$ cat config.mk
export PLATFORM = sky130hd
export DESIGN_NAME = hilbert_4d_encode_core
export DESIGN_NICKNAME = d
export VERILOG_FILES = /design/src/rtl/h4e_pkg.sv /design/src/rtl/hilbert_4d_encode_core.sv /design/src/rtl/h4e_level_cell.sv /design/src/rtl/h4e_finish_cell.sv
export SDC_FILE = /design/constraint.sdc
export NUM_CORES = 1
export LEC_CHECK = 0
export BUFFER_PORTS_ARGS = -buffer_cell sky130_fd_sc_hd__buf_4
export CAP_MARGIN = 20
export CORE_MARGIN = 2
export CORE_UTILIZATION = 30
export CTS_CLUSTER_SIZE = 28
export DETAILED_ROUTE_END_ITERATION = 10
export GPL_TIMING_DRIVEN = 1
export SYNTH_ARGS = -nofsm -noshare
export SYNTH_HDL_FRONTEND = slang
export SYNTH_SLANG_ARGS = --single-unit
$ cat constraint.sdc
create_clock -name clk -period 14 [get_ports clk]
set_input_delay 2.8 -clock clk [delete_from_list [all_inputs] [get_ports clk]]
set_output_delay 2.8 -clock clk [all_outputs]
set_load 0.01 [all_outputs]
$ cat src/rtl/h4e_pkg.sv
// Package for the four-axis Hilbert index encoder.
// Field widths and default geometry shared by all rtl files; no dependencies.
`timescale 1ns / 1ps
`default_nettype none
package h4e_pkg;
  localparam int COORD_W = 16;
  localparam int INDEX_W = 64;
  localparam int MAX_AXES = 4;
  localparam int BITS_PER_AXIS_DEF = 16;
  localparam int NUM_AXES_DEF = 4;

  typedef logic [COORD_W-1:0] coord_t;
  typedef logic [INDEX_W-1:0] index_t;
endpackage
`default_nettype wire

$ cat src/rtl/hilbert_4d_encode_core.sv
// Four-axis Hilbert index encoder: a chain of level cells and a finishing cell.
// Depends on h4e_pkg, h4e_level_cell and h4e_finish_cell.
// Cells: one level cell per bit level from the top down to level 1, then the
// Gray, mask and interleave cell.
// Throughput: one transaction per cycle unless index_stall holds the chain; each cell holds one point.
// Reset: synchronous rst empties every cell; no other state.
`timescale 1ns / 1ps
`default_nettype none
module hilbert_4d_encode_core #(
  parameter int BITS_PER_AXIS = h4e_pkg::BITS_PER_AXIS_DEF,
  parameter int NUM_AXES = h4e_pkg::NUM_AXES_DEF
) (
  input  wire logic            clk,
  input  wire logic            rst,
  input  wire logic            coord_valid,
  output logic                 coord_stall,
  input  wire h4e_pkg::coord_t coord_x,
  input  wire h4e_pkg::coord_t coord_y,
  input  wire h4e_pkg::coord_t coord_z,
  input  wire h4e_pkg::coord_t coord_w,
  output logic                 index_valid,
  input  wire logic            index_stall,
  output h4e_pkg::index_t      curve_index
);
  import h4e_pkg::*;

  localparam int NUM_LEVELS = BITS_PER_AXIS - 1;

  coord_t                                 coords [MAX_AXES];
  logic [NUM_LEVELS:0]                    vld;
  logic [NUM_LEVELS:0]                    rdy;
  logic [NUM_AXES-1:0][BITS_PER_AXIS-1:0] ax [NUM_LEVELS+1];

  assign coords[0] = coord_x;
  assign coords[1] = coord_y;
  assign coords[2] = coord_z;
  assign coords[3] = coord_w;

  always_comb begin
    for (int i = 0; i < NUM_AXES; i++) begin
      ax[0][i] = coords[i][BITS_PER_AXIS-1:0];
    end
  end

  assign vld[0] = coord_valid;
  assign coord_stall = !rdy[0];

  for (genvar k = 0; k < NUM_LEVELS; k++) begin : g_level
    h4e_level_cell #(
      .BITS_PER_AXIS(BITS_PER_AXIS),
      .NUM_AXES(NUM_AXES),
      .LEVEL(BITS_PER_AXIS - 1 - k)
    ) u_cell (
      .clk(clk),
      .rst(rst),
      .up_valid(vld[k]),
      .up_ready(rdy[k]),
      .up_ax(ax[k]),
      .dn_valid(vld[k+1]),
      .dn_stall(!rdy[k+1]),
      .dn_ax(ax[k+1])
    );
  end

  h4e_finish_cell #(
    .BITS_PER_AXIS(BITS_PER_AXIS),
    .NUM_AXES(NUM_AXES)
  ) u_finish (
    .clk(clk),
    .rst(rst),
    .up_valid(vld[NUM_LEVELS]),
    .up_ready(rdy[NUM_LEVELS]),
    .up_ax(ax[NUM_LEVELS]),
    .dn_valid(index_valid),
    .dn_stall(index_stall),
    .dn_index(curve_index)
  );
endmodule
`default_nettype wire

$ cat src/rtl/h4e_level_cell.sv
// One bit level of the inverse-undo pass, registered, with valid/stall flow.
// Depends on h4e_pkg for the default geometry.
`timescale 1ns / 1ps
`default_nettype none
module h4e_level_cell #(
  parameter int BITS_PER_AXIS = h4e_pkg::BITS_PER_AXIS_DEF,
  parameter int NUM_AXES = h4e_pkg::NUM_AXES_DEF,
  parameter int LEVEL = h4e_pkg::BITS_PER_AXIS_DEF - 1
) (
  input  wire logic                                    clk,
  input  wire logic                                    rst,
  input  wire logic                                    up_valid,
  output logic                                         up_ready,
  input  wire logic [NUM_AXES-1:0][BITS_PER_AXIS-1:0]  up_ax,
  output logic                                         dn_valid,
  input  wire logic                                    dn_stall,
  output logic [NUM_AXES-1:0][BITS_PER_AXIS-1:0]       dn_ax
);
  localparam logic [BITS_PER_AXIS-1:0] LOW = {BITS_PER_AXIS{1'b1}} >> (BITS_PER_AXIS - LEVEL);

  logic [NUM_AXES-1:0][BITS_PER_AXIS-1:0] ax_next;

  always_comb begin
    logic [BITS_PER_AXIS-1:0] sw;
    sw = '0;
    ax_next = up_ax;
    for (int i = 0; i < NUM_AXES; i++) begin
      if (ax_next[i][LEVEL]) begin
        ax_next[0] = ax_next[0] ^ LOW;
      end else begin
        sw = (ax_next[0] ^ ax_next[i]) & LOW;
        ax_next[0] = ax_next[0] ^ sw;
        ax_next[i] = ax_next[i] ^ sw;
      end
    end
  end

  assign up_ready = !dn_valid || !dn_stall;

  always_ff @(posedge clk) begin
    if (rst) begin
      dn_valid <= 1'b0;
    end else if (up_ready) begin
      dn_valid <= up_valid;
    end
  end

  always_ff @(posedge clk) begin
    if (up_ready && up_valid) begin
      dn_ax <= ax_next;
    end
  end
endmodule
`default_nettype wire

$ cat src/rtl/h4e_finish_cell.sv
// Gray encode, correction mask and bit interleave into the output register.
// Depends on h4e_pkg for the index type.
`timescale 1ns / 1ps
`default_nettype none
module h4e_finish_cell #(
  parameter int BITS_PER_AXIS = h4e_pkg::BITS_PER_AXIS_DEF,
  parameter int NUM_AXES = h4e_pkg::NUM_AXES_DEF
) (
  input  wire logic                                    clk,
  input  wire logic                                    rst,
  input  wire logic                                    up_valid,
  output logic                                         up_ready,
  input  wire logic [NUM_AXES-1:0][BITS_PER_AXIS-1:0]  up_ax,
  output logic                                         dn_valid,
  input  wire logic                                    dn_stall,
  output h4e_pkg::index_t                              dn_index
);
  import h4e_pkg::*;

  logic [NUM_AXES-1:0][BITS_PER_AXIS-1:0] gray;
  logic [BITS_PER_AXIS-1:0]               fix;
  index_t                                 index_next;

  always_comb begin
    gray = up_ax;
    for (int i = 1; i < NUM_AXES; i++) begin
      gray[i] = gray[i] ^ gray[i-1];
    end
  end

  // fix bit j is the parity of the last axis above bit j
  always_comb begin
    for (int j = 0; j < BITS_PER_AXIS; j++) begin
      fix[j] = ^(gray[NUM_AXES-1] >> (j + 1));
    end
  end

  always_comb begin
    index_next = '0;
    for (int l = 0; l < BITS_PER_AXIS; l++) begin
      for (int i = 0; i < NUM_AXES; i++) begin
        index_next[l*NUM_AXES + (NUM_AXES-1-i)] = gray[i][l] ^ fix[l];
      end
    end
  end

  assign up_ready = !dn_valid || !dn_stall;

  always_ff @(posedge clk) begin
    if (rst) begin
      dn_valid <= 1'b0;
    end else if (up_ready) begin
      dn_valid <= up_valid;
    end
  end

  always_ff @(posedge clk) begin
    if (up_ready && up_valid) begin
      dn_index <= index_next;
    end
  end
endmodule
`default_nettype wire

==> tab_implementation.tex <==
\begin{tabular}{lr}
\hline
Metric & Value \\
\hline
\multicolumn{2}{l}{\textbf{Status}} \\
\quad Result of the run & complete, no violations \\
\multicolumn{2}{l}{\textbf{Setup path}} \\
\quad Largest fanout on the critical path & 7 \\
\quad CP arrival & 4.94 ns \\
\quad Critical path required time & 11.20 ns \\
\quad Worst Setup End Kind & output pin \\
\quad Type of the setup path with the least slack & input port to output pin \\
\quad Element type at the critical path start & input port \\
\multicolumn{2}{l}{\textbf{Power}} \\
\quad Cell internal pwr & 5.04 mW \\
\quad Proportion of power drawn by flip-flops and latches & 54.6\% \\
\quad IR Drop Worst-Case VDD & 0.000106 V \\
\quad Share of power burned in the clock network & 42.0\% \\
\quad P\_leak & 18.1 nW \\
\quad Total power per unit cell area & 128 nW/um\^{}2 \\
\quad Combinational group share of total power & 3.4\% \\
\quad Fraction of power spent switching nets & 20.5\% \\
\quad Switching power & 1.30 mW \\
\multicolumn{2}{l}{\textbf{Flow run}} \\
\quad Max-capacitance violation count & 0 \\
\multicolumn{2}{l}{\textbf{Global routing}} \\
\quad GRT Residual Overflow & 0 \\
\quad Via count of the first global-routing pass & 20.6k \\
\quad Maximum number of pins on one net before global-route repair & 65 \\
\quad Wire length of the first global-routing pass & 101000 um \\
\quad Antenna violations before repair & 0 \\
\quad Total Routing Usage GR & 8.51\% \\
\multicolumn{2}{l}{\textbf{Detailed routing}} \\
\quad Number of remaining DRC errors & 0 \\
\quad Total via count after detailed routing & 20.2k \\
\quad Detailed Route Iter0 Violations & 996 \\
\quad Detail-routed via count per cell & 4.09 \\
\quad Antenna-violating nets left & 0 \\
\quad Wire per inst & 12.4 um \\
\quad Number of optimization iterations in the first detailed-route pass & 5 \\
\quad Routed Wire Length & 61200 um \\
\multicolumn{2}{l}{\textbf{Die}} \\
\quad Site row count & 139 \\
\quad Die area & 147000 sq um \\
\quad Io pins & 134 \\
\quad Horizontal extent of the die & 383 um \\
\quad Initial core utilization & 30.1\% \\
\quad Floorplan die height & 383 um \\
\quad Area of the core region & 143000 sq um \\
\multicolumn{2}{l}{\textbf{Finish}} \\
\quad Count of filler cells inserted in the layout & 13.6k \\
\quad Diode insertion count for antenna repair & 0 \\
\quad Fraction of layout cells with a size suffix above 1 & 18.9\% \\
\quad Net count of the finished layout & 3004 \\
\quad Finished Core Util & 34.6\% \\
\quad Area Growth Syn to Fin & 15.1\% \\
\multicolumn{2}{l}{\textbf{Timing}} \\
\quad Minimum clock period after layout & 7.74 ns \\
\quad Worst slew slack as a fraction of its limit & 29.0\% \\
\quad Post-Route Skew & 0.0839 ns \\
\quad Setup TNS & 0 ns \\
\quad Transition at the pin with the smallest max-transition slack & 1.06 ns \\
\quad Ratio of final minimum period to clock period & 55.3\% \\
\quad Unrepaired setup endpoints after global routing & no \\
\quad Max Fclk & 0.129 GHz \\
\quad Number of pins exceeding their max-slew limit in the final report & 0 \\
\quad Final number of hold-violating endpoints & 0 \\
\quad Number of endpoints failing setup at the final stage & 0 \\
\multicolumn{2}{l}{\textbf{Placed design}} \\
\quad Post-DP HPWL & 39500 um \\
\quad Count of buffers from port buffering & 133 \\
\quad Last weighted congestion value of the routability-driven placer & 0.720 \\
\multicolumn{2}{l}{\textbf{Synth}} \\
\quad Net Count, Synth & 2902 \\
\quad Number of library cell types mapped by synthesis & 31 \\
\quad Register area share after synthesis & 72.1\% \\
\quad Count of flip-flops with a built-in enable after synthesis & 1024 \\
\quad Biggest area consumer among synthesized cells & sky130\_fd\_sc\_hd\_\_edfxtp\_1 \\
\quad Synth top area cells & sky130\_fd\_sc\_hd\_\_edfxtp\_1, sky130\_fd\_sc\_hd\_\_mux2i\_1, sky130\_fd\_sc\_hd\_\_mux2\_2 \\
\quad Mapped Avg Cell Area & 15.2 sq um \\
\quad Synth warnings & 0 \\
\quad Number of storage elements in the synthesis netlist & 1040 \\
\quad Most instantiated library cell after synthesis & sky130\_fd\_sc\_hd\_\_edfxtp\_1 \\
\quad Post-synthesis instance total & 2834 \\
\quad Cell types with the highest counts after synthesis & sky130\_fd\_sc\_hd\_\_edfxtp\_1, sky130\_fd\_sc\_hd\_\_inv\_1, sky130\_fd\_sc\_hd\_\_mux2i\_1, sky130\_fd\_sc\_hd\_\_nand2\_1, sky130\_fd\_sc\_hd\_\_o21ai\_0 \\
\quad Post-synth design cell area & 43100 sq um \\
\quad Proportion of netlist area held by the largest area contributor & 71.4\% \\
\quad Post-synthesis async set-or-reset flop share & 0\% \\
\quad Predominant post-synthesis flop cell & sky130\_fd\_sc\_hd\_\_edfxtp\_1 \\
\multicolumn{2}{l}{\textbf{CTS}} \\
\quad Worst skew pair latency & 0.70 ns \\
\quad Root Buffer Master & sky130\_fd\_sc\_hd\_\_clkbuf\_16 \\
\quad Clock slew seen by the registers of the worst setup and hold paths & 0.06 ns \\
\quad CTS max path bufs & 3 \\
\quad TritonCTS clock tree & yes \\
\quad Post CTS Setup Buffer Count & 0 \\
\quad Number of hold-repair buffers added at the cts stage & 0 \\
\quad \# clock sinks & 1040 \\
\quad Clock buffers created by TritonCTS & 105 \\
\quad CTS resizes & 0 \\
\quad Number of levels in the clock H-tree & 3 \\
\multicolumn{2}{l}{\textbf{Min path}} \\
\quad Class of the tightest hold or removal check & flop to flop \\
\hline
\end{tabular}
## logic make-up (layout without fill, tap and decap cells)
family	after synthesis	after routing	share of synthesized area [%]
AO/OA/AOI/OAI	253	253	2.98
flip-flops	1040	1040	72.1
multiplexers	487	487	12.0
AND/OR/NAND/NOR	273	273	2.47
buffers and inverters	541	732	4.72
XOR/XNOR	240	240	5.73
## flip-flops by register name (all words and copies together), names as in the netlist
| register | count |
|---|---|
| g_level.u_cell.dn_ax | 960 |
| g_level.u_cell.dn_valid | 15 |
| u_finish.dn_index | 64 |
| u_finish.dn_valid | 1 |
## power by group through the flow
stage	Sequential, mW	Clock [mW]	Combinational [mW]
floorplan	3.52	0	0.165
global placement	3.53	0	0.213
detailed placement	3.53	0	0.217
CTS	3.46	2.75	0.218
global route	3.47	2.88	0.243
finish	3.46	2.66	0.215
## critical path: stages
cell and delay, ns:
sky130_fd_sc_hd__buf_4 0.11, sky130_fd_sc_hd__nand4_1 0.16, sky130_fd_sc_hd__nor2_1 0.46, sky130_fd_sc_hd__and3_1 0.51, sky130_fd_sc_hd__and3_1 0.51, sky130_fd_sc_hd__nand2_1 0.14
sky130_fd_sc_hd__inv_1 0.12, sky130_fd_sc_hd__buf_4 0.13
## area by class of cell
class                      instances  area, sq um  area share, %
clock buffer                     124         2700           5.44
clock inverter                    72          643           1.30
inverter                         372         1400           2.82
multi-input combinational       1253        10100           20.4
sequential                      1040        31100           62.7
tap                             1903         2380           4.80
timing repair buffer             164         1250           2.52
## per-stage QoR
step	power [mW]	hold WS [ns]	std cells	cell area [sq um]	setup slack, ns
3_3_place_gp	3.74	0.403	4731	46200	6.29
3_5_place_dp	3.75	0.405	4731	46200	6.24
4_1_cts	6.43	0.377	4927	49500	6.24
2_1_floorplan	3.69	0.400	2834	43100	5.11
6_report	6.34	0.388	4928	49600	6.26
5_1_grt	6.59	0.385	4928	49600	6.12
## layout by cell type (no fill, tap or decap), types with 7 or more instances in the layout
master	count
sky130_fd_sc_hd__a21oi_1	10
sky130_fd_sc_hd__buf_4	163
sky130_fd_sc_hd__clkbuf_1	19
sky130_fd_sc_hd__clkbuf_16	105
sky130_fd_sc_hd__clkinv_1	24
sky130_fd_sc_hd__clkinv_2	25
sky130_fd_sc_hd__clkinvlp_4	7
sky130_fd_sc_hd__dfxtp_1	16
sky130_fd_sc_hd__edfxtp_1	1024
sky130_fd_sc_hd__inv_1	371
sky130_fd_sc_hd__mux2_2	226
sky130_fd_sc_hd__mux2i_1	261
sky130_fd_sc_hd__nand2_1	236
sky130_fd_sc_hd__nor2_1	21
sky130_fd_sc_hd__o21ai_0	233
sky130_fd_sc_hd__xnor2_1	178
sky130_fd_sc_hd__xnor3_1	14
sky130_fd_sc_hd__xor2_1	34
## path summary, 6_finish.rpt
kind	from	slack (ns)	depth (start not counted)	to
setup / recovery	index_stall	6.26	8	coord_stall
hold / removal	g_level[3].u_cell.dn_ax[60]$_SDFFCE_PP1P_	0.39	0	g_level[4].u_cell.dn_ax[60]$_DFFE_PP_
setup reg to reg	g_level[14].u_cell.dn_ax[15]$_DFFE_PP_	10.85	6	u_finish.dn_index[15]$_DFFE_PP_
hold reg to reg	g_level[3].u_cell.dn_ax[60]$_SDFFCE_PP1P_	0.39	0	g_level[4].u_cell.dn_ax[60]$_DFFE_PP_
## routing by layer
metal,track usage (%),up-vias,wire (um)
met2,15.3,276,30900
met1,10.0,9626,26500
met4,2.99,0,1570
met3,1.82,114,2250
met5,0,-,0
li1,-,10136,-
Power figures use the tool's default switching activity.
